[config.mk]
export PLATFORM = sky130hd
export DESIGN_NAME = efcu_mul
export DESIGN_NICKNAME = d
export VERILOG_FILES = /design/src/hdl/euler_fly_camera_update_macros.svh /design/src/hdl/efcu_pkg.sv /design/src/hdl/efcu_mul.sv
export SDC_FILE = /design/constraint.sdc
export NUM_CORES = 2
export LEC_CHECK = 0
export ABC_AREA = 1
export BUFFER_PORTS_ARGS = -buffer_cell sky130_fd_sc_hd__buf_2
export CAP_MARGIN = 20
export CORE_MARGIN = 10
export CORE_UTILIZATION = 35
export DETAILED_ROUTE_END_ITERATION = 10
export HOLD_SLACK_MARGIN = 0.1
export PLACE_DENSITY = 0.56
export RECOVER_POWER = 25
export SYNTH_ARGS = -nofsm -noshare
export SYNTH_HDL_FRONTEND = slang
export SYNTH_SLANG_ARGS = --single-unit
[constraint.sdc]
create_clock -name clk -period 9.82 [get_ports clk]
set_input_delay 0.982 -clock clk [delete_from_list [all_inputs] [get_ports clk]]
set_output_delay 0.982 -clock clk [all_outputs]
set_load 0.03 [all_outputs]
[src/hdl/euler_fly_camera_update_macros.svh]
`ifndef EULER_FLY_CAMERA_UPDATE_MACROS_SVH
`define EULER_FLY_CAMERA_UPDATE_MACROS_SVH

// same-cycle implication
`define EFCU_ASSERT_NOW(lbl, ante, cons, msg) \
  lbl: assert property (@(posedge clk) disable iff (!rst_n) (ante) |-> (cons)) \
    else $error(msg);

// next-cycle implication
`define EFCU_ASSERT_NEXT(lbl, ante, cons, msg) \
  lbl: assert property (@(posedge clk) disable iff (!rst_n) (ante) |=> (cons)) \
    else $error(msg);

`endif

[src/hdl/efcu_pkg.sv]
`default_nettype none
package efcu_pkg;

  localparam int MUL_W = 33;

  localparam int CORDIC_STEPS_DEF    = 16;
  localparam int PITCH_LIMIT_DEG_DEF = 89;

  localparam int HALF_TURN    = 23040;
  localparam int FULL_TURN    = 46080;
  localparam int FOLD_LIMIT   = 11520;
  localparam int INV_GAIN_Q30 = 652032875;

  localparam int IN_DATA_W  = 152;
  localparam int IN_USER_W  = 2;
  localparam int OUT_DATA_W = 240;

  localparam logic [1:0] FUNC_MOVE  = 2'd0;
  localparam logic [1:0] FUNC_LOOK  = 2'd1;
  localparam logic [1:0] FUNC_PLACE = 2'd2;

  localparam logic [1:0] DIR_BACK  = 2'd1;
  localparam logic [1:0] DIR_LEFT  = 2'd2;
  localparam logic [1:0] DIR_RIGHT = 2'd3;

  localparam logic [2:0] CFG_MOVE_SPEED  = 3'd0;
  localparam logic [2:0] CFG_LOOK_SENS   = 3'd1;
  localparam logic [2:0] CFG_WORLD_UP_X  = 3'd2;
  localparam logic [2:0] CFG_WORLD_UP_Y  = 3'd3;
  localparam logic [2:0] CFG_WORLD_UP_Z  = 3'd4;
  localparam logic [2:0] CFG_PITCH_CLAMP = 3'd5;
  localparam logic [2:0] CFG_START_YAW   = 3'd6;
  localparam logic [2:0] CFG_START_PITCH = 3'd7;

  // atan(2^-i) in degrees, Q22
  function automatic logic signed [31:0] atan_q22(input logic [4:0] i);
    logic signed [31:0] r;
    case (i)
      5'd0:  r = 32'sd188743680;
      5'd1:  r = 32'sd111421900;
      5'd2:  r = 32'sd58872272;
      5'd3:  r = 32'sd29884485;
      5'd4:  r = 32'sd15000234;
      5'd5:  r = 32'sd7507429;
      5'd6:  r = 32'sd3754631;
      5'd7:  r = 32'sd1877430;
      5'd8:  r = 32'sd938729;
      5'd9:  r = 32'sd469366;
      5'd10: r = 32'sd234683;
      5'd11: r = 32'sd117342;
      5'd12: r = 32'sd58671;
      5'd13: r = 32'sd29335;
      5'd14: r = 32'sd14668;
      5'd15: r = 32'sd7334;
      5'd16: r = 32'sd3667;
      5'd17: r = 32'sd1833;
      5'd18: r = 32'sd917;
      5'd19: r = 32'sd458;
      5'd20: r = 32'sd229;
      5'd21: r = 32'sd115;
      5'd22: r = 32'sd57;
      5'd23: r = 32'sd29;
      default: r = 32'sd0;
    endcase
    return r;
  endfunction

endpackage
`default_nettype wire

[src/hdl/efcu_mul.sv]
`default_nettype none
module efcu_mul (
  input  wire logic                                clk,
  input  wire logic signed [efcu_pkg::MUL_W-1:0]   a,
  input  wire logic signed [efcu_pkg::MUL_W-1:0]   b,
  output logic signed [2*efcu_pkg::MUL_W-1:0]      p_r
);
  import efcu_pkg::*;

  always_ff @(posedge clk) begin
    p_r <= a * b;
  end

endmodule
`default_nettype wire
== Word-level counts from Yosys, hierarchy flattened ==
Index checks and enable logic that the tools add are counted.
W data, S select, Z words.

* Flip-flop bits (word level): 66
* Bits of input ports: 67
* Output and inout port bits: 66
* Logic and storage cells: 2

* Multipliers: 1

{| class="wikitable"
|+ Operators by type and width
! kind !! count
|-
| $mul A33 B33 Y66 || 1
|}

== Depth between registers and ports, before layout ==
* Depth after elaboration: 1
* Gate-level depth with buffers: 34
* Mapped depth without buffers: 32

== Worst setup path after synthesis ==
No wires, ideal clock.

* Path type: input to register
* Start: input a[32] (netlist bit)
* End: register p_r[60] (netlist bit)
* Setup time: 0.113 ns
* Arrival: 7.625 ns
* Required time: 9.707 ns
* Slack: 2.082 ns
* Stages: 23
* Path buffers: 2
* Cell sequence: clkbuf_1 -> clkbuf_1 -> nand2_1 -> inv_1 -> fa_1 -> fa_1 -> fa_1 -> fa_1 -> inv_1 -> fa_1 -> fa_1 -> fa_1 -> fa_1 -> inv_1 -> ha_1 -> nand2_1 -> nor2_1 -> inv_1 -> nor3_1 -> nand2_1 -> and2_0 -> nand4_1 -> nand2_1

* Longest elaborated chain between the ends: 1

{| class="wikitable"
|+ Ends and longest elaborated chain
! element !! RTL line !! RTL
|-
| start, declared || efcu_mul.sv:4 || <nowiki>input wire logic signed [efcu_pkg::MUL_W-1:0] a,</nowiki>
|-
| $mul A33 B33 Y66 || efcu_mul.sv:11 || <nowiki>p_r <= a * b;</nowiki>
|-
| end signal, assigned || efcu_mul.sv:11 ||
|-
| end, declared || efcu_mul.sv:6 || <nowiki>output logic signed [2*efcu_pkg::MUL_W-1:0] p_r</nowiki>
|}

Every way passes these cells.

== Final worst setup path ==
* Start: input b[9] (netlist bit)
* End: register p_r[54] (netlist bit)

* Longest elaborated chain between the ends: 1

{| class="wikitable"
|+ Ends and longest elaborated chain
! element !! RTL line !! RTL
|-
| start, declared || efcu_mul.sv:5 || <nowiki>input wire logic signed [efcu_pkg::MUL_W-1:0] b,</nowiki>
|-
| $mul A33 B33 Y66 || efcu_mul.sv:11 ||
|}

Every way passes these cells.

==> results.txt <==
----------------------------------------------------
[Floorplan]
  Die width ... 371 um
  Starting Density ... 0.353
  Die Height ... approximately 370 um
  Die footprint ... 138000 um2
  I/O pins ... around 130
  Number of placement rows ... 128
  Core Footprint ... 122000 um2

[Yosys]
  Leading cell types by count after synthesis ... sky130_fd_sc_hd__inv_1 (1894), sky130_fd_sc_hd__nand2_1 (1517), sky130_fd_sc_hd__fa_1 (1145)
  Distinct cell type count of the synthesized netlist ... 35
  Synth Flop Type ... sky130_fd_sc_hd__dfxtp_1
  Async set-or-reset flop fraction in the synthesized netlist ... 0
  Number of flops mapped to enable cells by yosys ... 0
  Share of synthesized area occupied by flip-flops and latches ... 0.0306
  Synthesized Nets ... 6972
  Cell with the most instances after synthesis ... sky130_fd_sc_hd__inv_1
  Register bit total from synthesis ... 66
  Number of warnings reported in the yosys synthesis log ... 0
  Leading post-synthesis cells by cell area ... sky130_fd_sc_hd__fa_1 (53%), sky130_fd_sc_hd__inv_1 (16%), sky130_fd_sc_hd__nand2_1 (13%)
  Top-area cell type share of the netlist area ... 0.531
  Per-instance average area after synthesis ... 7.79 um2
  Cell type with the highest aggregate area in the netlist ... sky130_fd_sc_hd__fa_1
  Synthesized cell area ... 43200 um2
  Gate count after technology mapping ... 5543

[Clock network]
  Master cell of the clock root buffer ... sky130_fd_sc_hd__clkbuf_16
  Number of clock sinks seen by CTS ... 66
  Clock-pin slew on the worst setup and hold paths ... 60 ps
  Max Root-Sink Buffers ... 2
  Postcts setup bufs ... 0
  Gates resized, CTS repair ... 0
  H-Tree Depth ... 3
  Number of buffers created by CTS ... 9
  TritonCTS clock tree ... built
  Cts-stage hold buffer count ... 0

[STA]
  Finish-stage setup viols ... 0
  Headroom to the max-slew limit ... 0.164
  Slew of the pin with the lowest slew margin ... 1250 ps
  Post-route minimum period ... 8400 ps
  Hold Fails Final Rpt ... 0
  Final Slew Violations ... 0
  Final total negative setup slack ... 0 ps
  Fin crit share ... 0.855
  Unrepaired setup endpoints after global routing ... false
  Highest Clock Rate ... 0.119 GHz

[Min path]
  Hold WC Path Type ... in -> reg
  Worst Hold Depth ... 4

[Placed design]
  IO buf count ... 132
  Detail Placement HPWL ... between 100 and 150 mm
  Final GP Congestion ... between 0.9 and 1

[Global routing]
  Global-route wire length before repair ... slightly above 200 mm
  Global router's overall resource usage ... 0.188
  GR Overflow Total ... 0
  Via count of the first global-routing pass ... between 30000 and 40000
  Antenna violations before repair ... 6
  Maximum number of pins on one net before global-route repair ... 34

[Final layout]
  Registers with the most flip-flops ... p_r (66)
  Area growth from synthesis to layout ... 5.26%
  Post-layout nets ... 6889
  Share of cells above drive strength 1 ... 0.0392
  Flip-flop count of the largest register, all copies and words added ... 66
  Most flops, register ... p_r

[Status]
  Run status ... completed

[Setup path]
  Maximum net fanout on the critical path ... 33
  CP Data Arrival Time ... ~8600 ps
  Required time at the endpoint of the critical path ... approximately 10000 ps
  Classification of the worst setup path ... in -> reg
  Nature of the critical path startpoint ... primary input
  CP endpoint kind ... flip-flop

[Route]
  Wire length per cell ... 17.5 um
  Drt drc ... 0
  Total routed wirelength ... about 120 mm
  Violation count after the first detailed-route iteration ... 1792
  Routed vias ... 32100
  Via density ... 4.53
  Number of nets with antenna violations after routing ... 0
  First-pass detailed-route iteration total ... 5

[Job]
  Number of max-cap violations ... 0

----------------------------------------------------
-- cells in the final DEF, fill, tap and decap left out, types with 5 or more instances in the layout --
master / count
sky130_fd_sc_hd__buf_2: 99
sky130_fd_sc_hd__clkbuf_1: 33
sky130_fd_sc_hd__nand2_1: 1517
sky130_fd_sc_hd__inv_1: 1893
sky130_fd_sc_hd__fa_1: 1145
sky130_fd_sc_hd__nand2_2: 17
sky130_fd_sc_hd__nor2_2: 20
sky130_fd_sc_hd__ha_1: 217
sky130_fd_sc_hd__nand3_1: 70
sky130_fd_sc_hd__nand3_2: 8
sky130_fd_sc_hd__nor2_1: 131
sky130_fd_sc_hd__or2_2: 5
sky130_fd_sc_hd__nor3_1: 7
sky130_fd_sc_hd__dfxtp_1: 66
sky130_fd_sc_hd__a21oi_1: 61
sky130_fd_sc_hd__xor2_1: 37
sky130_fd_sc_hd__nand4_1: 19
sky130_fd_sc_hd__o21bai_1: 14
sky130_fd_sc_hd__clkbuf_16: 9
sky130_fd_sc_hd__o21ai_0: 19
sky130_fd_sc_hd__buf_4: 36
-- final timing paths --
path	startpoint	end	slack, ps
worst min-delay path	b[0]	p_r[0]$_DFF_P_	1310
worst max-delay path	b[9]	p_r[54]$_DFF_P_	1420
-- cells by family (layout without fill, tap and decap cells) --
family | Yosys count | after routing | synth area share
AOI/OAI and AO/OA | 106 | 106 | 0.0138
xor gates and xnor gates | 41 | 41 | 0.00832
adders and majority gates | 1362 | 1362 | 0.594
buffers and inverters | 2158 | 2080 | 0.188
DFF | 66 | 66 | 0.0306
other | 0 | 3 | 0
and+or+nand+nor | 1810 | 1810 | 0.166
-- per-layer routing --
metal  global-route usage  wire length (um)  vias up
li1                     -                 -    14800
met1                0.235             51400    16300
met2                0.343             63400      794
met3               0.0191              5830      191
met4               0.0482              3570        8
met5                    0                48        -
-- critical path, stage by stage --
cell and delay [ps]:
sky130_fd_sc_hd__buf_2 640, sky130_fd_sc_hd__nand2_1 320, sky130_fd_sc_hd__fa_1 700, sky130_fd_sc_hd__fa_1 450
sky130_fd_sc_hd__fa_1 570, sky130_fd_sc_hd__inv_1 70, sky130_fd_sc_hd__fa_1 1130, sky130_fd_sc_hd__fa_1 580
sky130_fd_sc_hd__fa_1 520, sky130_fd_sc_hd__fa_1 500, sky130_fd_sc_hd__inv_1 50, sky130_fd_sc_hd__fa_1 470
sky130_fd_sc_hd__inv_1 40, sky130_fd_sc_hd__ha_1 460, sky130_fd_sc_hd__nand2_1 170, sky130_fd_sc_hd__nor2_2 170
sky130_fd_sc_hd__nand2_1 160, sky130_fd_sc_hd__nor4_1 300, sky130_fd_sc_hd__nand2_1 100, sky130_fd_sc_hd__nand4_1 80
sky130_fd_sc_hd__nand2_1 110
-- cell type report --
cell class,count,area [um2]
Clock inverter,7,76.3
Timing Repair Buffer,169,917
Clock buffer,9,225
Fill cell,12800,76800
Sequential cell,66,1320
Tap cell,1625,2030
Inverter,1895,7110
Antenna cell,3,7.51
Multi-Input combinational cell,3319,33800
-- stage by stage --
stage          area, um2  utilization  hold slack (ps)  instances  worst slack, ps
2_1_floorplan      43200            -             1250       5543             2080
3_3_place_gp       45200        0.369             1420       7073             1110
3_5_place_dp       45200        0.369             1420       7073             1030
4_1_cts            45500        0.372             1280       7089             1390
5_1_grt            45400        0.372             1280       7091              984
6_report           45400        0.372             1310       7093             1420
Power is not shown: default switching activity piles up to over one toggle a cycle in this logic, so the estimate is an artifact.
